`src/sv/mcs_pkg.sv`:
```
// Shared types, widths and helper functions for the monotone cubic slope block.
`default_nettype none
package mcs_pkg;

  // Defaults for the top-level parameters
  localparam int unsigned MAX_POINTS_DEF = 1024;
  localparam int unsigned FRAC_BITS_DEF  = 16;

  // Fixed datapath widths
  localparam int unsigned IDX_W = 10;   // point index field
  localparam int unsigned QUO_W = 41;   // divider quotient bits, top bit flags overflow
  localparam int unsigned NUM_W = 98;   // widest dividend
  localparam int unsigned DEN_W = 66;   // widest divisor
  localparam int unsigned ACC_W = 100;  // signed accumulator
  localparam int unsigned MA_W  = 35;   // multiplier operand a
  localparam int unsigned MB_W  = 32;   // multiplier operand b (one limb)

  typedef enum logic [1:0] {
    ST_OK      = 2'd0,
    ST_NOT_ASC = 2'd1,
    ST_FEW     = 2'd2,
    ST_MANY    = 2'd3
  } status_e;

  typedef struct packed {
    logic signed [31:0] abscissa;
    logic signed [31:0] ordinate;
    logic               final_point;
  } in_t;

  typedef struct packed {
    logic [IDX_W-1:0]   point_index;
    logic signed [31:0] slope;
    logic               run_end;
    status_e            status;
  } out_t;

  typedef struct packed {
    logic             start;
    logic [NUM_W-1:0] num;
    logic [DEN_W-1:0] den;
  } div_req_t;

  typedef struct packed {
    logic             done;
    logic [QUO_W-1:0] quo;
  } div_rsp_t;

  typedef struct packed {
    logic            issue;
    logic            clear;
    logic            sub;
    logic            sh;
    logic [MA_W-1:0] a;
    logic [MB_W-1:0] b;
  } mac_req_t;

  // Magnitude of a signed 32-bit value (2^31 fits unsigned)
  function automatic logic [31:0] mag32(input logic signed [31:0] v);
    logic [31:0] r;
    r = v[31] ? 32'(-v) : 32'(v);
    return r;
  endfunction

  // Apply a sign to a quotient magnitude and saturate to 32 bits
  function automatic logic signed [31:0] sat_mag(input logic [QUO_W-1:0] q, input logic neg);
    logic signed [31:0] r;
    if (!neg) begin
      r = (q > QUO_W'(32'h7FFF_FFFF)) ? 32'sh7FFF_FFFF : $signed(q[31:0]);
    end else begin
      r = (q > QUO_W'(33'h1_0000_0000 >> 1)) ? 32'sh8000_0000 : $signed(32'(-q[31:0]));
    end
    return r;
  endfunction

endpackage
`default_nettype wire

```
`src/sv/mcs_mac.sv`:
```
// Shared multiply-accumulate unit: registered product, then signed accumulate.
`default_nettype none
module mcs_mac import mcs_pkg::*; (
  input  logic                    clk_i,
  input  logic                    rst_ni,
  input  mac_req_t                req_i,
  output logic signed [ACC_W-1:0] acc_o
);

  logic [MA_W+MB_W-1:0]    prod_q;
  logic                    vld_q, clr_q, sub_q, sh_q;
  logic signed [ACC_W-1:0] acc_q, base, term;

  // Operation tags travel with the product
  always_ff @(posedge clk_i or negedge rst_ni) begin
    if (!rst_ni) begin
      vld_q <= 1'b0;
      clr_q <= 1'b0;
      sub_q <= 1'b0;
      sh_q  <= 1'b0;
    end else begin
      vld_q <= req_i.issue;
      clr_q <= req_i.clear;
      sub_q <= req_i.sub;
      sh_q  <= req_i.sh;
    end
  end

  // Product stage
  always_ff @(posedge clk_i) begin
    if (req_i.issue) begin
      prod_q <= (MA_W+MB_W)'(req_i.a) * (MA_W+MB_W)'(req_i.b);
    end
  end

  // Accumulate stage, upper limb shifted by one operand width
  always_comb begin
    base = clr_q ? '0 : acc_q;
    term = sh_q ? $signed(ACC_W'(prod_q) << MB_W) : $signed(ACC_W'(prod_q));
  end

  always_ff @(posedge clk_i) begin
    if (vld_q) begin
      acc_q <= sub_q ? base - term : base + term;
    end
  end

  assign acc_o = acc_q;

endmodule
`default_nettype wire

```
`config.mk`:
```
export PLATFORM = sky130hd
export DESIGN_NAME = mcs_mac
export DESIGN_NICKNAME = d
export VERILOG_FILES = /design/src/sv/mcs_pkg.sv /design/src/sv/mcs_mac.sv
export SDC_FILE = /design/constraint.sdc
export NUM_CORES = 2
export LEC_CHECK = 0
export BUFFER_PORTS_ARGS = -buffer_cell sky130_fd_sc_hd__clkbuf_2
export CAP_MARGIN = 10
export CORE_UTILIZATION = 60
export CTS_BUF_LIST = sky130_fd_sc_hd__clkbuf_8
export DETAILED_ROUTE_END_ITERATION = 12
export PLACE_DENSITY = 0.77
export SYNTH_ARGS = -nofsm -noshare
export SYNTH_HDL_FRONTEND = slang
export SYNTH_SLANG_ARGS = --single-unit
```
`constraint.sdc`:
```
create_clock -name clk_i -period 8.69 [get_ports clk_i]
set_clock_uncertainty 0.05 [all_clocks]
set_input_delay 1.738 -clock clk_i [delete_from_list [all_inputs] [get_ports clk_i]]
set_output_delay 1.738 -clock clk_i [all_outputs]
set_load 0.02 [all_outputs]
```
==> impl_metrics.csv <==
group,metric,value,unit
place,gp_congestion,1.01,
yosys,synthXorXnorAreaFrac,0.0387,
yosys,synth-seq-cells,171,
grt,grt_overflow,0,
place,hpwl,135,mm
die,die_height,295,um
setup_path,crit_path_frequent_cell,"fa_1",
setup_path,timing.rr.end,"acc_o[92]$_DFFE_PP_",
yosys,synth-edff-count,167,
setup_path,critPathCaptureType,"register",
die,io_pins,173,
setup_path,r2r-start,"sh_q$_DFF_PN0_",
setup_path,arrival,8770,ps
grt,grt_pass1_wl,249,mm
die,die_x,295,um
job,max_cap_violations,0,
yosys,synth_top_area_cell,"fa_1",
grt,grt_max_degree,107,
detailed_routing,drtIter0Drc,3695,
grt,first_global_vias,44731,
setup_path,start_kind,"primary input",
hold_path,worstHoldEndpoint,"acc_o[99]$_DFFE_PP_",
sta,hold_violations,0,
place,dpl_cell_area,56400,um^2
yosys,ys_seq_area_frac,0.0992,
yosys,yosys.area_share.simple,0.190,
detailed_routing,vias,43028,
yosys,synth_nets,7316,
clock_tree,cts_buffers,17,
sta,final.period_utilization,0.984,
place,pre_cts_slack,-656,ps
sta,worst_pin_slew,928,ps
yosys,synth-compound-area-share,0.0946,
clock_tree,clk_path_buf_depth,2,
setup_path,critPathMaxFanout,10,
detailed_routing,routed_wl,160,mm
status,status,"finished, final reports clean",
grt,antenna_found_initial,8,
hold_path,hp-start,"acc_o[99]$_DFFE_PP_",
setup_path,worstRegToRegCells,22,
yosys,synthCells,5890,
final_layout,drive_above_1_share,0.122,
yosys,synth_top_family_by_area,"adder cells",
clock_tree,cts_tree,"built",
setup_path,critical_path_class,"in2reg",
detailed_routing,drc,0,
setup_path,r2r_slack,1210,ps
detailed_routing,dr.pass1.iters,8,
detailed_routing,postRouteAntennaNets,0,
place,portBuffers,172,
yosys,synth_area_leaders,"fa_1 (38%), edfxtp_1 (9.7%), ha_1 (8.9%)",
die,die_area,87100,um^2
hold_path,hp-class,"reg2reg",
setup_path,path_buf_inv,7,
detailed_routing,wire_per_inst,21.8,um
sta,fin_ws,136,ps
yosys,yosysWarnings,0,
final_layout,fin_area,57400,um^2
sta,slew_headroom,0.381,
sta,fin_crit,8550,ps
die,core,85100,um^2
yosys,syn_area_per_cell,8.75,um^2
hold_path,whs_path_depth,3,
setup_path,cp_slowest_stage_delay,580,ps
yosys,netlist_area,51500,um^2
clock_tree,cts_max_level,4,
setup_path,cp_data_required_time,8910,ps
yosys,synth_cell_types,92,
clock_tree,clock_sinks,171,
yosys,synth_ff_type,"edfxtp_1",
sta,setup_viol_count_final,0,
sta,rsz0062_at_grt,"yes",
setup_path,path_delay_family,"adder cells",
final_layout,area_growth,11.3,%
detailed_routing,vias_per_cell,5.86,
clock_tree,ctsHoldBuffers,0,
final_layout,nets,7608,
grt,track_usage,0.371,
setup_path,crit_slowest_cell,"fa_1",
yosys,synth_fa_ha_area_frac,0.472,
sta,max_freq,117,MHz
die,start_util,0.605,
clock_tree,clock-root-buffer,"clkbuf_8",
clock_tree,path_clk_slew,110,ps
yosys,netlist.area_leader.share,0.383,
yosys,async_reset_ff_frac,0.0234,
sta,maxSlewViolCount,0,
die,rows,107,
yosys,synthMuxAreaShare,0.00643,
clock_tree,clkLatencyLatePin,540,ps
## cells in the mapped netlist (7+ instances only)
master and number:
a211oi_1 16, a21boi_0 10, a21o_1 98, a21oi_1 275, a221oi_1 8, a31oi_1 47, a41oi_1 7, and2_1 464
and3_1 29, and4_1 7, buf_1 7, buf_2 12, buf_6 7, clkbuf_1 315, edfxtp_1 167, fa_1 987
ha_1 366, inv_1 997, mux2i_1 32, nand2_1 886, nand2b_1 24, nand3_1 50, nand4_1 57, nor2_1 192
nor2b_1 123, nor3_1 71, nor3b_1 9, nor4_1 27, o211ai_1 30, o21a_1 12, o21ai_0 125, o21ai_1 7
o21bai_1 38, o221ai_1 8, o31ai_1 16, or2_2 8, or3_1 13, xnor2_1 123, xor2_1 105
## placed cells by master, fill, tap and decap left out, types with 37 or more instances in the layout
cell and n:
inv_1 998, fa_1 977, nand2_1 882, and2_1 463, buf_4 378, ha_1 354, a21oi_1 265, nor2_1 192
edfxtp_1 167, clkbuf_2 152, nor2b_1 123, xnor2_1 123, o21ai_0 115, xor2_1 105, a21o_1 98, nor3_1 69
nand4_1 57, buf_12 53, nand3_1 49, a31oi_1 46, o21bai_1 37
## sequential cells by signal (all words and copies together) (netlist names)
register and count:
sub_q 1, vld_q 1, acc_o 100, prod_q 67
clr_q 1, sh_q 1
## through the flow
stage | hold slack [ps] | instances | utilization | TNS, ps
finish | 762 | 7343 | 0.674 | 0
global route | 824 | 7341 | 0.674 | -224
CTS | 761 | 7323 | 0.667 | 0
detailed placement | 725 | 7291 | 0.662 | -11550
global placement | 708 | 7291 | 0.662 | -9640
floorplan | 735 | 5890 | - | -17.1
## per-layer routing
layer  wire length (um)  part of all wire  global-route usage
met5                 57           0.00036                   0
met4               6570             0.041               0.133
met3              13300             0.083              0.0510
met2              78200              0.49               0.633
met1              62200              0.39               0.485
## worst max path at each step
stage	startpoint	to	slack, ps	cells after the start
after floorplan	req_i[2]	prod_q[60]$_DFFE_PP_	-20	28
after global placement	req_i[9]	prod_q[54]$_DFFE_PP_	-550	26
after detailed placement	req_i[9]	prod_q[66]$_DFFE_PP_	-660	24
after CTS	req_i[52]	prod_q[66]$_DFFE_PP_	2	30
after global routing	req_i[46]	prod_q[63]$_DFFE_PP_	-70	26
final	req_i[46]	prod_q[64]$_DFFE_PP_	140	27
## timing repair
item	in CTS	in global routing
pin swaps	0	45
cloned	0	4
endpoints found under the setup margin	4	23
resized for setup	3	132
setup buffers	0	12
## worst reg2reg max path: cells and delay by family, from the launching register on
kind | cells | cell delay [ps]
compound gates | 9 | 2960
simple gates | 10 | 2510
flops | 1 | 670
buf+inv | 1 | 500
fa+ha+maj | 1 | 440
xor+xnor | 1 | 140
## logic make-up after synthesis
family,Yosys count
adders and majority gates,1353
xor gates and xnor gates,228
AOI/OAI and AO/OA,772
buffers and inverters,1338
muxes,33
and+or+nand+nor,1995
DFF,171
## cell type report
type | count | area [um^2]
inverters | 997 | 3740
multi-input cells | 4381 | 41700
well taps | 1144 | 1430
flip-flops and latches | 171 | 5130
fillers | 6878 | 27800
clock inverters | 15 | 154
clock buffers | 17 | 234
repair buffers | 614 | 5010
diodes | 4 | 10.0
Power is not shown: default switching activity piles up to over one toggle a cycle in this logic, so the estimate is an artifact.
