**src/sv/mcs_pkg.sv**
```systemverilog
// Shared types, widths and helper functions for the monotone cubic slope block.
`default_nettype none
package mcs_pkg;

  // Defaults for the top-level parameters
  localparam int unsigned MAX_POINTS_DEF = 1024;
  localparam int unsigned FRAC_BITS_DEF  = 16;

  // Fixed datapath widths
  localparam int unsigned IDX_W = 10;   // point index field
  localparam int unsigned QUO_W = 41;   // divider quotient bits, top bit flags overflow
  localparam int unsigned NUM_W = 98;   // widest dividend
  localparam int unsigned DEN_W = 66;   // widest divisor
  localparam int unsigned ACC_W = 100;  // signed accumulator
  localparam int unsigned MA_W  = 35;   // multiplier operand a
  localparam int unsigned MB_W  = 32;   // multiplier operand b (one limb)

  typedef enum logic [1:0] {
    ST_OK      = 2'd0,
    ST_NOT_ASC = 2'd1,
    ST_FEW     = 2'd2,
    ST_MANY    = 2'd3
  } status_e;

  typedef struct packed {
    logic signed [31:0] abscissa;
    logic signed [31:0] ordinate;
    logic               final_point;
  } in_t;

  typedef struct packed {
    logic [IDX_W-1:0]   point_index;
    logic signed [31:0] slope;
    logic               run_end;
    status_e            status;
  } out_t;

  typedef struct packed {
    logic             start;
    logic [NUM_W-1:0] num;
    logic [DEN_W-1:0] den;
  } div_req_t;

  typedef struct packed {
    logic             done;
    logic [QUO_W-1:0] quo;
  } div_rsp_t;

  typedef struct packed {
    logic            issue;
    logic            clear;
    logic            sub;
    logic            sh;
    logic [MA_W-1:0] a;
    logic [MB_W-1:0] b;
  } mac_req_t;

  // Magnitude of a signed 32-bit value (2^31 fits unsigned)
  function automatic logic [31:0] mag32(input logic signed [31:0] v);
    logic [31:0] r;
    r = v[31] ? 32'(-v) : 32'(v);
    return r;
  endfunction

  // Apply a sign to a quotient magnitude and saturate to 32 bits
  function automatic logic signed [31:0] sat_mag(input logic [QUO_W-1:0] q, input logic neg);
    logic signed [31:0] r;
    if (!neg) begin
      r = (q > QUO_W'(32'h7FFF_FFFF)) ? 32'sh7FFF_FFFF : $signed(q[31:0]);
    end else begin
      r = (q > QUO_W'(33'h1_0000_0000 >> 1)) ? 32'sh8000_0000 : $signed(32'(-q[31:0]));
    end
    return r;
  endfunction

endpackage
`default_nettype wire

```
**src/sv/mcs_div.sv**
```systemverilog
// Restoring divider, one quotient bit per cycle, shared by all slope steps.
`default_nettype none
module mcs_div import mcs_pkg::*; (
  input  logic     clk_i,
  input  logic     rst_ni,
  input  div_req_t req_i,
  output div_rsp_t rsp_o
);

  localparam int unsigned DW = DEN_W + QUO_W - 1;
  localparam int unsigned CW = $clog2(QUO_W);

  logic [DW-1:0]    rem_q, dsh_q;
  logic [QUO_W-1:0] quo_q;
  logic [CW-1:0]    cnt_q;
  logic             busy_q, done_q;
  logic             ge;

  assign ge = rem_q >= dsh_q;

  // Control: step count and completion pulse
  always_ff @(posedge clk_i or negedge rst_ni) begin
    if (!rst_ni) begin
      busy_q <= 1'b0;
      done_q <= 1'b0;
      cnt_q  <= '0;
    end else begin
      done_q <= 1'b0;
      if (req_i.start) begin
        busy_q <= 1'b1;
        cnt_q  <= CW'(QUO_W - 1);
      end else if (busy_q) begin
        if (cnt_q == '0) begin
          busy_q <= 1'b0;
          done_q <= 1'b1;
        end else begin
          cnt_q <= cnt_q - CW'(1);
        end
      end
    end
  end

  // Datapath: compare against the shifted divisor, subtract when it fits
  always_ff @(posedge clk_i) begin
    if (req_i.start) begin
      rem_q <= DW'(req_i.num);
      dsh_q <= DW'(req_i.den) << (QUO_W - 1);
      quo_q <= '0;
    end else if (busy_q) begin
      rem_q <= ge ? rem_q - dsh_q : rem_q;
      quo_q <= {quo_q[QUO_W-2:0], ge};
      dsh_q <= dsh_q >> 1;
    end
  end

  assign rsp_o.done = done_q;
  assign rsp_o.quo  = quo_q;

endmodule
`default_nettype wire

```
**config.mk**
```make
export PLATFORM = sky130hd
export DESIGN_NAME = mcs_div
export DESIGN_NICKNAME = d
export VERILOG_FILES = /design/src/sv/mcs_pkg.sv /design/src/sv/mcs_div.sv
export SDC_FILE = /design/constraint.sdc
export NUM_CORES = 1
export LEC_CHECK = 0
export ABC_AREA = 1
export BUFFER_PORTS_ARGS = -buffer_cell sky130_fd_sc_hd__buf_4
export CAP_MARGIN = 20
export CORE_MARGIN = 5
export CORE_UTILIZATION = 25
export CTS_CLUSTER_DIAMETER = 30
export DETAILED_ROUTE_END_ITERATION = 10
export SETUP_SLACK_MARGIN = 0.05
export SLEW_MARGIN = 20
export SYNTH_ARGS = -nofsm -noshare
export SYNTH_HDL_FRONTEND = slang
export SYNTH_SLANG_ARGS = --single-unit
```
**constraint.sdc**
```tcl
create_clock -name clk_i -period 6.3 [get_ports clk_i]
set_input_delay 1.26 -clock clk_i [delete_from_list [all_inputs] [get_ports clk_i]]
set_output_delay 1.26 -clock clk_i [all_outputs]
set_load 0.01 [all_outputs]
```
==> impl_metrics.prom, run 1 <==
# TYPE chip_impl_metric gauge
chip_impl_metric{name="syn_area_per_cell",unit="um^2"} 6.33
chip_impl_info{name="clock_tree.root_cell",value="clkbuf_16"} 1
chip_impl_metric{name="grt_max_degree",unit=""} 109
chip_impl_info{name="hold_path.class",value="in -> async"} 1
chip_impl_info{name="mostFrequentLayoutCells",value="nand2_1 (1228), inv_1 (689), nor2_1 (232)"} 1
chip_impl_metric{name="floorplan.die_area",unit="um^2"} 90200
chip_impl_metric{name="routed_via_density",unit=""} 4.44
chip_impl_metric{name="setup_total_negative_slack",unit="ns"} 0
chip_impl_metric{name="synth_nets",unit=""} 3608
chip_impl_metric{name="cts_inserted_buffers",unit=""} 71
chip_impl_info{name="crit_path_kind",value="reg -> reg"} 1
chip_impl_metric{name="ant_nets",unit=""} 0
chip_impl_metric{name="cts_hold_buf",unit=""} 0
chip_impl_metric{name="final.period_utilization",unit="%"} 62.5
chip_impl_metric{name="design.portCount",unit=""} 209
chip_impl_metric{name="layoutNonFillerInstCount",unit=""} 4754
chip_impl_metric{name="pleak",unit="nW"} 13.3
chip_impl_metric{name="post_cts_buffers",unit=""} 0
chip_impl_metric{name="post_synthesis_async_set_or_reset_flop_share",unit="%"} 3.07
chip_impl_metric{name="transition_time_of_the_tightest_slew_check_pin",unit="ns"} 0.912
chip_impl_metric{name="comb_pwr_share",unit="%"} 54.3
chip_impl_metric{name="synth_warnings",unit=""} 0
chip_impl_info{name="nature_of_the_critical_path_startpoint",value="flip-flop"} 1
chip_impl_metric{name="number_of_input_and_output_port_buffers_inserted",unit=""} 208
chip_impl_info{name="setup.worst_path.end_class",value="flip-flop"} 1
chip_impl_metric{name="flow.area_growth_from_synthesis",unit="%"} 25.1
chip_impl_info{name="dominantRegCellSynth",value="edfxtp_1"} 1
chip_impl_metric{name="cts.sinks",unit=""} 261
chip_impl_metric{name="synth-edff-count",unit=""} 164
chip_impl_metric{name="synthesis.area",unit="um^2"} 21100
chip_impl_metric{name="first_global_vias",unit=""} 20787
chip_impl_metric{name="worst-path-max-fanout",unit=""} 45
chip_impl_metric{name="start_util",unit="%"} 25.2
chip_impl_metric{name="slew_viol_final",unit=""} 0
chip_impl_metric{name="clk_pin_slew",unit="ns"} 0.04
chip_impl_metric{name="power-per-cell-area",unit="nW/um^2"} 509
chip_impl_info{name="tritoncts",value="yes"} 1
chip_impl_metric{name="synth_seq_cells",unit=""} 261
chip_impl_metric{name="fp.dieW",unit="um"} 300
chip_impl_info{name="rsz0062_at_grt",value="no"} 1
chip_impl_info{name="synth.largest_area_cell",value="edfxtp_1"} 1
chip_impl_metric{name="seq_power_share",unit="%"} 18.8
chip_impl_info{name="synth_area_leaders",value="edfxtp_1 (23%), nand2_1 (22%), inv_1 (12%)"} 1
chip_impl_metric{name="post_route_cells_drive_above_1_share",unit="%"} 13.1
chip_impl_metric{name="synth_cell_type_count",unit=""} 46
chip_impl_metric{name="cts.repair.resized",unit=""} 0
chip_impl_metric{name="grt_first_pass_wirelength",unit="um"} 121000
chip_impl_metric{name="fmaxAchievable",unit="MHz"} 254
chip_impl_metric{name="std_cell_rows",unit=""} 106
chip_impl_metric{name="max_cap_viol_count",unit=""} 0
chip_impl_metric{name="cp_data_arrival_time",unit="ns"} 4.18
chip_impl_metric{name="internal_power",unit="W"} 0.00701
chip_impl_metric{name="routed-via-count",unit=""} 21114
chip_impl_metric{name="synth.yosys.seq_area_share",unit="%"} 32.8
chip_impl_metric{name="setup_violations",unit=""} 0
chip_impl_metric{name="slew_headroom",unit="%"} 39.0
chip_impl_metric{name="wire_per_inst",unit="um"} 17.0
chip_impl_info{name="layout_commonest_cell",value="nand2_1"} 1
chip_impl_metric{name="placedCellCount",unit=""} 4624
chip_impl_metric{name="detail_route.wirelength",unit="um"} 80800
chip_impl_info{name="cp_slowest_cell",value="ha_1"} 1
chip_impl_metric{name="fin_worst_skew",unit="ns"} 0.0536
chip_impl_metric{name="detailedRoute.firstIterationViolations",unit=""} 1637
chip_impl_metric{name="hold_viol_final",unit=""} 0
chip_impl_metric{name="grt.total_usage",unit="%"} 17.4
chip_impl_metric{name="required",unit="ns"} 6.54
chip_impl_metric{name="dpl.hpwl",unit="um"} 66900
chip_impl_metric{name="cts_max_level",unit=""} 3
chip_impl_metric{name="chipHeight",unit="um"} 300
chip_impl_metric{name="p_sw_share",unit="%"} 47.8
chip_impl_metric{name="cts_buffer_depth",unit=""} 3
chip_impl_metric{name="drt_pass1_iterations",unit=""} 5
chip_impl_metric{name="netSwitchingPower",unit="W"} 0.00641
chip_impl_metric{name="clk_latency",unit="ns"} 0.64
chip_impl_metric{name="grt_antenna_before_repair",unit=""} 0
chip_impl_metric{name="post-route-drc-count",unit=""} 0
chip_impl_metric{name="antennaDiodeCount",unit=""} 0
chip_impl_info{name="run_status",value="completed"} 1
chip_impl_metric{name="post-synth-top-area-fraction",unit="%"} 23.4
chip_impl_metric{name="syn-instance-count",unit=""} 3332
chip_impl_metric{name="layout.nets",unit=""} 3840
chip_impl_metric{name="core-area",unit="um^2"} 83700
chip_impl_metric{name="finalWorstPathRequiredPeriod",unit="ns"} 3.94
chip_impl_metric{name="p_clk_share",unit="%"} 26.9
chip_impl_metric{name="crit_path_max_incr_delay",unit="ns"} 0.47
chip_impl_metric{name="routabilityCongestion",unit=""} 1.00
chip_impl_metric{name="total_overflow_reported_by_the_global_router",unit=""} 0
chip_impl_info{name="most_used_cell_cp",value="nand2_1"} 1
chip_impl_info{name="timing.critical_path.cells",value="ha_1, nand2_1, nor2_1, nand2_1, nor2_2, nand2_1, nor2_2, nand2_2, nand3_4, and2_4, or2_4, buf_16, buf_4"} 1
chip_impl_metric{name="worst_ir_drop_vdd",unit="mV"} 0.225
==> routing by layer <==
metal | global-route usage [%] | share of wire (%) | up-vias
met5 | 0 | 0 | -
met4 | 5.44 | 3.1 | 0
met3 | 3.13 | 6.0 | 124
met2 | 28.9 | 46 | 606
met1 | 23.0 | 45 | 9587
li1 | - | - | 10797
==> metrics by stage <==
| step | area [um^2] | hold WS [ns] | total power (W) | util, % | worst slack (ns) |
|---|---|---|---|---|---|
| after global placement | 23900 | 0.476 | 0.00965 | 28.6 | 2.18 |
| after detailed placement | 23900 | 0.483 | 0.00970 | 28.6 | 2.14 |
| final | 26400 | 0.439 | 0.0134 | 31.5 | 2.36 |
| after global routing | 26400 | 0.415 | 0.0144 | 31.5 | 2.13 |
| after floorplan | 21100 | 0.457 | 0.00741 | - | 1.83 |
| after CTS | 26300 | 0.404 | 0.0134 | 31.5 | 2.10 |
==> cells by family after synthesis <==
group / share of synthesized area, %
AOI/OAI and AO/OA: 9.53
xor gates and xnor gates: 1.21
adders and majority gates: 6.51
buffers and inverters: 13.6
DFF: 32.8
and+or+nand+nor: 36.4
==> power groups by stage <==
stage | clock [W] | sequential [W] | combinational, W
floorplan | 0 | 0.00252 | 0.00488
global placement | 0 | 0.00254 | 0.00712
detailed placement | 0 | 0.00256 | 0.00714
CTS | 0.00367 | 0.00254 | 0.00718
global route | 0.00379 | 0.00256 | 0.00806
finish | 0.00361 | 0.00253 | 0.00729
==> cells in the mapped netlist (2+ instances only) <==
cell	n
nor3_1	17
inv_1	690
nand4_1	30
a21boi_0	2
and2_1	7
or2_2	32
o21bai_1	27
clkbuf_1	53
inv_2	13
nand2_4	6
nor2_2	23
nor4_1	11
nand3_2	4
xnor2_1	20
buf_1	2
nand3b_1	10
nor2_4	18
edfxtp_1	164
dfrtp_1	8
a21oi_1	109
nor2_1	232
o21ai_0	121
nand3_1	150
a31oi_1	5
o21ai_1	2
xor2_1	9
nand2_1	1229
ha_1	108
nand2_2	39
a21oi_2	9
o22ai_1	79
dfxtp_1	89
==> layout make-up <==
type / count / area [um^2]
Timing Repair Buffer: 216 / 1650
Clock inverter: 41 / 556
Inverter: 704 / 2650
Multi-Input combinational cell: 2310 / 11300
Fill cell: 9331 / 57300
Sequential cell: 261 / 6910
Clock buffer: 88 / 1890
Tap cell: 1134 / 1420
==> registers in the layout (all words and copies together), names as in the netlist <==
| signal | cells |
|---|---|
| busy_q | 1 |
| dsh_q | 106 |
| rem_q | 106 |
| quo_q | 41 |
| cnt_q | 6 |
| done_q | 1 |
==> worst max-delay path, delay by kind of cell (launching register included) <==
family,cells,cell delay [ns]
adders and majority gates,1,0.47
DFF,1,0.37
buffers and inverters,2,0.73
and+or+nand+nor,10,1.88
==> worst paths after layout <==
| path | slack (ns) | end | startpoint | cells past startpoint |
|---|---|---|---|---|
| max in group asynchronous | 5.68 | busy_q | rst_ni | 1 |
| hold reg to reg | 0.48 | dsh_q[26] | dsh_q[27] | 2 |
| setup reg to reg | 2.36 | rem_q[60] | rem_q[42] | 13 |
| hold / removal | 0.44 | done_q | rst_ni | 1 |
| setup / recovery | 2.36 | rem_q[60] | rem_q[42] | 13 |
| min in group clk_i | 0.48 | dsh_q[26] | dsh_q[27] | 2 |
(Power assumes the default switching activity.)
==> inputs of run 2 (changes only) <==
Clock period 6.3 ns to 3.4 ns, I/O delays scaled along.
==> run 2 against run 1 <==
  * Via count grew 0.30%
  * First-iteration DRC count increased by 5.9%
  * Clock skew shrank 0.021 ns
  * Flip-flop and latch count stayed put
  * Critical path depth rose by 1
  * Core utilization grew 0.14 points
  * Setup slack worse by 2.2 ns
  * Design area up 0.45%
==> impl_metrics.prom, run 2 (synthesized netlist as in run 1, its figures left out) <==
# TYPE chip_impl_metric gauge
chip_impl_metric{name="final.period_utilization",unit="%"} 95.1
chip_impl_metric{name="p_clk_share",unit="%"} 26.2
chip_impl_info{name="worst_hold_startpoint",value="req_i[12]"} 1
chip_impl_metric{name="grt_antenna_before_repair",unit=""} 5
chip_impl_metric{name="grt.total_usage",unit="%"} 17.8
chip_impl_metric{name="finalWorstPathRequiredPeriod",unit="ns"} 3.23
chip_impl_metric{name="pleak",unit="nW"} 13.4
chip_impl_metric{name="met1_global_route_usage",unit="%"} 23.2
chip_impl_metric{name="flow.area_growth_from_synthesis",unit="%"} 25.7
chip_impl_info{name="biggestRegsByFlops",value="dsh_q x106, rem_q x106, quo_q x41"} 1
chip_impl_metric{name="fp.dieW",unit="um"} 300
chip_impl_metric{name="postLayoutCoreUtil",unit="%"} 31.7
chip_impl_metric{name="cp_data_arrival_time",unit="ns"} 3.48
chip_impl_metric{name="std_cell_rows",unit=""} 106
chip_impl_metric{name="grt_util_met2",unit="%"} 30.1
chip_impl_metric{name="setup_total_negative_slack",unit="ns"} 0
chip_impl_metric{name="worst_ir_drop_vdd",unit="mV"} 0.517
chip_impl_metric{name="hold_viol_final",unit=""} 0
chip_impl_metric{name="chipHeight",unit="um"} 300
chip_impl_metric{name="setup_violations",unit=""} 0
chip_impl_metric{name="floorplan.die_area",unit="um^2"} 90200
chip_impl_metric{name="clk_pin_slew",unit="ns"} 0.04
chip_impl_metric{name="final.fill_count",unit=""} 9308
chip_impl_metric{name="slew_headroom",unit="%"} 56.1
chip_impl_metric{name="start_util",unit="%"} 25.2
chip_impl_metric{name="transition_time_of_the_tightest_slew_check_pin",unit="ns"} 0.659
chip_impl_info{name="nature_of_the_critical_path_startpoint",value="flip-flop"} 1
chip_impl_metric{name="seq_power_share",unit="%"} 18.8
chip_impl_info{name="mostFrequentLayoutCells",value="nand2_1 (1228), inv_1 (689), nor2_1 (232)"} 1
chip_impl_info{name="run_status",value="completed"} 1
chip_impl_metric{name="total_overflow_reported_by_the_global_router",unit=""} 0
chip_impl_metric{name="antennaDiodeCount",unit=""} 0
chip_impl_metric{name="fin_worst_skew",unit="ns"} 0.0330
chip_impl_metric{name="core-area",unit="um^2"} 83700
chip_impl_metric{name="fmaxAchievable",unit="MHz"} 309
chip_impl_metric{name="multi_input_area",unit="um^2"} 11300
chip_impl_info{name="r2r_start",value="rem_q[38]"} 1
chip_impl_metric{name="wire_per_inst",unit="um"} 17.3
chip_impl_metric{name="cts_max_level",unit=""} 3
chip_impl_metric{name="max_cap_viol_count",unit=""} 0
chip_impl_metric{name="clk_latency",unit="ns"} 0.61
chip_impl_metric{name="power-per-cell-area",unit="nW/um^2"} 939
chip_impl_metric{name="routed-via-count",unit=""} 21177
chip_impl_metric{name="grt_first_pass_wirelength",unit="um"} 123000
chip_impl_info{name="critical_path.startpoint",value="rem_q[38]"} 1
chip_impl_metric{name="internal_power",unit="W"} 0.0131
chip_impl_metric{name="number_of_input_and_output_port_buffers_inserted",unit=""} 208
chip_impl_metric{name="slew_viol_final",unit=""} 0
chip_impl_metric{name="dpl.hpwl",unit="um"} 68600
chip_impl_metric{name="design.portCount",unit=""} 209
chip_impl_metric{name="post_cts_buffers",unit=""} 0
chip_impl_metric{name="ff_latch_area",unit="um^2"} 6910
chip_impl_info{name="layout_commonest_cell",value="nand2_1"} 1
chip_impl_metric{name="comb_pwr_share",unit="%"} 55.0
chip_impl_metric{name="post_route_cells_drive_above_1_share",unit="%"} 13.7
chip_impl_metric{name="required",unit="ns"} 3.64
chip_impl_metric{name="routabilityCongestion",unit=""} 1.02
chip_impl_metric{name="ant_nets",unit=""} 0
chip_impl_metric{name="groute.layer.met3.usage",unit="%"} 3.27
chip_impl_info{name="rsz0062_at_grt",value="no"} 1
chip_impl_metric{name="post-route-drc-count",unit=""} 0
chip_impl_info{name="tritoncts",value="yes"} 1
chip_impl_info{name="setup.worst_path.end_class",value="flip-flop"} 1
chip_impl_metric{name="drt_pass1_iterations",unit=""} 6
chip_impl_metric{name="layout.nets",unit=""} 3860
chip_impl_metric{name="cts.repair.resized",unit=""} 0
chip_impl_metric{name="cts_buffer_depth",unit=""} 3
chip_impl_metric{name="worst-path-max-fanout",unit=""} 52
chip_impl_info{name="clock_tree.root_cell",value="clkbuf_16"} 1
chip_impl_metric{name="cts_inserted_buffers",unit=""} 69
chip_impl_metric{name="detail_route.wirelength",unit="um"} 82600
chip_impl_metric{name="netSwitchingPower",unit="W"} 0.0118
chip_impl_metric{name="detailedRoute.firstIterationViolations",unit=""} 1734
chip_impl_metric{name="cts.sinks",unit=""} 261
chip_impl_info{name="hold_path.class",value="in -> reg"} 1
chip_impl_info{name="crit_path_kind",value="reg -> reg"} 1
chip_impl_metric{name="first_global_vias",unit=""} 20759
chip_impl_info{name="busiest_layer",value="met2"} 1
chip_impl_metric{name="grt_max_degree",unit=""} 128
chip_impl_metric{name="routed_via_density",unit=""} 4.44
chip_impl_metric{name="p_sw_share",unit="%"} 47.4
## run 2: cell count changes in the layout (fill, tap and decap cells not counted), sizes merged
cell         before  now
clkinv           26   24
buf             216  237
clkbuf           88   87
dlygate4sd3       0    1
## run 2: power groups by stage
stage / clock (W) / sequential, W / combinational, W
detailed placement: 0 / 0.00472 / 0.0134
global placement: 0 / 0.00468 / 0.0134
CTS: 0.00666 / 0.00468 / 0.0135
finish: 0.00652 / 0.00467 / 0.0137
global route: 0.00685 / 0.00473 / 0.0151
floorplan: 0 / 0.00465 / 0.00905
## run 2: what timing repair did
| action | 4_1_cts | 5_1_grt |
|---|---|---|
| endpoints found under the hold margin | 8 | 0 |
| hold buffers | 1 | 0 |
| setup endpoints to repair | 0 | 0 |
## run 2: metrics by stage
| stage | cells | instance area, um^2 | worst slack (ns) | hold slack [ns] | total power (W) |
|---|---|---|---|---|---|
| 4_1_cts | 4773 | 26500 | 0.195 | 0.321 | 0.0248 |
| 6_report | 4773 | 26500 | 0.166 | 0.353 | 0.0249 |
| 2_1_floorplan | 3332 | 21100 | 0.401 | 0.384 | 0.0137 |
| 3_3_place_gp | 4646 | 24100 | 0.262 | 0.476 | 0.0180 |
| 3_5_place_dp | 4646 | 24100 | 0.241 | 0.482 | 0.0181 |
| 5_1_grt | 4773 | 26500 | 0.0612 | 0.341 | 0.0267 |
## run 2: final cells by class
type,count,share of cell area (%)
clock inverter,39,1.69
clock buffer,87,7.16
tap,1134,5.36
multi-input combinational,2310,42.7
sequential,261,26.1
inverter,704,9.98
timing repair buffer,238,7.05
## run 2: final timing paths
check	end	slack, ns	cells after the start
worst max register to register	rem_q[27]	0.17	14
max in group asynchronous	cnt_q[4]	2.82	2
worst min register to register	quo_q[32]	0.48	2
worst min-delay path	dsh_q[52]	0.35	3
min in group asynchronous	cnt_q[0]	0.44	2
worst max-delay path	rem_q[27]	0.17	14
## run 2: worst max-delay path: stages, from the launching register on
cell      delay (ns)
edfxtp_1        0.42
ha_1            0.45
nand2_2         0.14
nor2_2          0.22
nand2_1         0.21
nor2_4          0.14
nand2_2         0.09
nor2_2          0.10
nand2_1         0.07
nand2_1         0.08
nor2_2          0.05
nand3_4         0.16
and2_4          0.23
or2_4           0.16
buf_12          0.28
## run 2: layer usage
metal  part of all wire [%]  wire length, um
met5                  0.065               54
met4                    2.8             2300
met3                    6.6             5490
met2                     46            38400
met1                     44            36400
==> inputs of run 3 (changes only) <==
Settings changed: RECOVER_POWER set to 50.
==> run 3 against run 2 <==
  * The flow now finishes with violations (capacitance limit, slew limit)
  * Count of clock-buffer cells in the layout is the same
  * Clock skew shrank 0.0010 ns
  * Design area shrank 0.83%
  * Via count shrank 0.27%
  * Sequential share of layout area grew 0.22 points
  * Critical path type unchanged
  * Highest routed layer unchanged
==> impl_metrics.prom, run 3 (synthesized netlist as in run 1, its figures left out) <==
# TYPE chip_impl_metric gauge
chip_impl_metric{name="grt.total_usage",unit="%"} 17.8
chip_impl_metric{name="crit_path_max_incr_delay",unit="ns"} 0.46
chip_impl_metric{name="hold_viol_final",unit=""} 0
chip_impl_metric{name="fmaxAchievable",unit="MHz"} 308
chip_impl_info{name="hold_path.class",value="in -> reg"} 1
chip_impl_metric{name="post_route_cells_drive_above_1_share",unit="%"} 12.4
chip_impl_metric{name="cts_buffer_depth",unit=""} 3
chip_impl_metric{name="design.portCount",unit=""} 209
chip_impl_metric{name="fp.dieW",unit="um"} 300
chip_impl_metric{name="grt_first_pass_wirelength",unit="um"} 123000
chip_impl_metric{name="floorplan.die_area",unit="um^2"} 90200
chip_impl_metric{name="detailedRoute.firstIterationViolations",unit=""} 1632
chip_impl_info{name="crit_path_kind",value="reg -> reg"} 1
chip_impl_info{name="cp_slowest_cell",value="ha_1"} 1
chip_impl_metric{name="placement.setup.worst_slack",unit="ns"} 0.241
chip_impl_info{name="regToRegEndpoint",value="rem_q[27]"} 1
chip_impl_info{name="layout_commonest_cell",value="nand2_1"} 1
chip_impl_metric{name="total_power",unit="W"} 0.0248
chip_impl_metric{name="finalWorstPathRequiredPeriod",unit="ns"} 3.25
chip_impl_metric{name="slew_viol_final",unit=""} 158
chip_impl_metric{name="grt_antenna_before_repair",unit=""} 5
chip_impl_metric{name="setup_total_negative_slack",unit="ns"} 0
chip_impl_metric{name="cts.sinks",unit=""} 261
chip_impl_metric{name="post-route-drc-count",unit=""} 0
chip_impl_info{name="run_status",value="finished with violations"} 1
chip_impl_metric{name="slew_headroom",unit="%"} -68.5
chip_impl_metric{name="grt_max_degree",unit=""} 128
chip_impl_metric{name="cts_hold_buf",unit=""} 1
chip_impl_metric{name="flow.area_growth_from_synthesis",unit="%"} 24.7
chip_impl_metric{name="critical_path.n_buffers_inverters",unit=""} 3
chip_impl_metric{name="clk_pin_slew",unit="ns"} 0.04
chip_impl_metric{name="pleak",unit="nW"} 13.2
chip_impl_metric{name="drt_pass1_iterations",unit=""} 6
chip_impl_metric{name="transition_time_of_the_tightest_slew_check_pin",unit="ns"} 2.53
chip_impl_metric{name="fin_ws",unit="ns"} 0.154
chip_impl_metric{name="number_of_input_and_output_port_buffers_inserted",unit=""} 208
chip_impl_metric{name="ff2ff_setup_slack",unit="ns"} 0.15
chip_impl_info{name="worst_hold_startpoint",value="req_i[65]"} 1
chip_impl_metric{name="cts_inserted_buffers",unit=""} 69
chip_impl_metric{name="antennaDiodeCount",unit=""} 0
chip_impl_metric{name="max_cap_viol_count",unit=""} 2
chip_impl_metric{name="start_util",unit="%"} 25.2
chip_impl_info{name="most_used_cell_cp",value="nand2_2"} 1
chip_impl_metric{name="fin_worst_skew",unit="ns"} 0.0320
chip_impl_metric{name="routabilityCongestion",unit=""} 1.02
chip_impl_info{name="nature_of_the_critical_path_startpoint",value="flip-flop"} 1
chip_impl_metric{name="chipHeight",unit="um"} 300
chip_impl_info{name="timing.critical_path.cells",value="ha_1, nand2_2, nor2_4, nand2_1, inv_2, nand2_2, inv_2, nand3_1, nand3_2, nand2_2, nand3_4, and2_4, or2_4, buf_12"} 1
chip_impl_metric{name="final.period_utilization",unit="%"} 95.5
chip_impl_info{name="hold_end",value="dsh_q[105]"} 1
chip_impl_metric{name="ff2ff_path_depth",unit=""} 14
chip_impl_metric{name="wire_per_inst",unit="um"} 17.3
chip_impl_metric{name="ant_nets",unit=""} 0
chip_impl_metric{name="post_cts_buffers",unit=""} 0
chip_impl_metric{name="worst-path-max-fanout",unit=""} 52
chip_impl_metric{name="cts.repair.resized",unit=""} 0
chip_impl_metric{name="placedCellCount",unit=""} 4646
chip_impl_info{name="rsz0062_at_grt",value="no"} 1
chip_impl_metric{name="first_global_vias",unit=""} 20759
chip_impl_metric{name="layout.nets",unit=""} 3860
chip_impl_info{name="setup.worst_path.end_class",value="flip-flop"} 1
chip_impl_metric{name="cts_max_level",unit=""} 3
chip_impl_info{name="critical_path.top_delay_family",value="simple AND/OR/NAND/NOR gates"} 1
chip_impl_metric{name="std_cell_rows",unit=""} 106
chip_impl_metric{name="required",unit="ns"} 3.64
chip_impl_metric{name="detail_route.wirelength",unit="um"} 82600
chip_impl_info{name="tritoncts",value="yes"} 1
chip_impl_metric{name="routed-via-count",unit=""} 21120
chip_impl_metric{name="power-per-cell-area",unit="nW/um^2"} 945
chip_impl_metric{name="routed_via_density",unit=""} 4.42
chip_impl_metric{name="hold_path_depth",unit=""} 3
chip_impl_metric{name="core-area",unit="um^2"} 83700
chip_impl_info{name="r2r_start",value="rem_q[38]"} 1
chip_impl_info{name="biggestRegsByFlops",value="dsh_q x106, rem_q x106, quo_q x41"} 1
chip_impl_metric{name="worst_ir_drop_vdd",unit="mV"} 0.516
chip_impl_info{name="violations",value="capacitance limit, slew limit"} 1
chip_impl_metric{name="setup_violations",unit=""} 0
chip_impl_metric{name="dpl.hpwl",unit="um"} 68600
chip_impl_info{name="mostFrequentLayoutCells",value="nand2_1 (1229), inv_1 (690), nor2_1 (232)"} 1
chip_impl_metric{name="cp_data_arrival_time",unit="ns"} 3.49
chip_impl_info{name="clock_tree.root_cell",value="clkbuf_16"} 1
chip_impl_metric{name="layoutNonFillerInstCount",unit=""} 4773
chip_impl_metric{name="total_overflow_reported_by_the_global_router",unit=""} 0
chip_impl_metric{name="clk_latency",unit="ns"} 0.62
## run 3: changes by cell type in the layout (fill, tap and decap cells not counted)
| cell | previous run | this run |
|---|---|---|
| buf_4 | 230 | 184 |
| clkbuf_1 | 11 | 56 |
| buf_12 | 6 | 3 |
| clkbuf_2 | 0 | 3 |
| buf_2 | 0 | 1 |
| inv_1 | 689 | 690 |
| inv_2 | 13 | 12 |
| nand2_1 | 1228 | 1229 |
| nand2_2 | 39 | 38 |
## run 3: how the worst max path moves through the flow
stage | from | cells after the start | end
2_1_floorplan | rem_q[30] | 14 | rem_q[0]
3_3_place_gp | rem_q[38] | 14 | rem_q[50]
3_5_place_dp | rem_q[38] | 14 | rem_q[50]
4_1_cts | rem_q[38] | 14 | rem_q[31]
5_1_grt | rem_q[38] | 14 | rem_q[32]
6_report | rem_q[38] | 14 | rem_q[27]
## run 3: cell type report
cell class                 count  area (um^2)
clock inverter                39          447
sequential                   261         6910
timing repair buffer         238         1650
multi-input combinational   2310        11300
clock buffer                  87         1900
fill                        9360        57400
tap                         1134         1420
inverter                     704         2650
## run 3: per-layer routing
| metal | share of wire [%] | global-route usage [%] | vias up |
|---|---|---|---|
| met3 | 6.6 | 3.27 | 119 |
| met5 | 0.065 | 0 | - |
| met1 | 44 | 23.2 | 9553 |
| li1 | - | - | 10837 |
| met2 | 46 | 30.1 | 605 |
| met4 | 2.8 | 5.07 | 6 |
## run 3: report_power, final
group | total (W) | leakage, nW | internal (W) | switching [W]
registers | 0.00467 | 2.54 | 0.00441 | 0.000254
logic | 0.0136 | 9.56 | 0.00424 | 0.00941
clock network | 0.00653 | 1.14 | 0.00442 | 0.00211
total | 0.0248 | 13.2 | 0.0131 | 0.0118
## run 3: tightest hold or removal path, delay by kind of cell
kind / cells / cell delay [ns]
buffers and inverters: 2 / 0.12
and+or+nand+nor: 1 / 0.04
## run 3: metrics by stage
step                instance area [um^2]  utilization, %  hold slack (ns)
finish                             26300            31.4            0.351
global route                       26300            31.4            0.341
floorplan                          21100               -            0.384
detailed placement                 24100            28.8            0.482
global placement                   24100            28.8            0.476
CTS                                26500            31.7            0.321
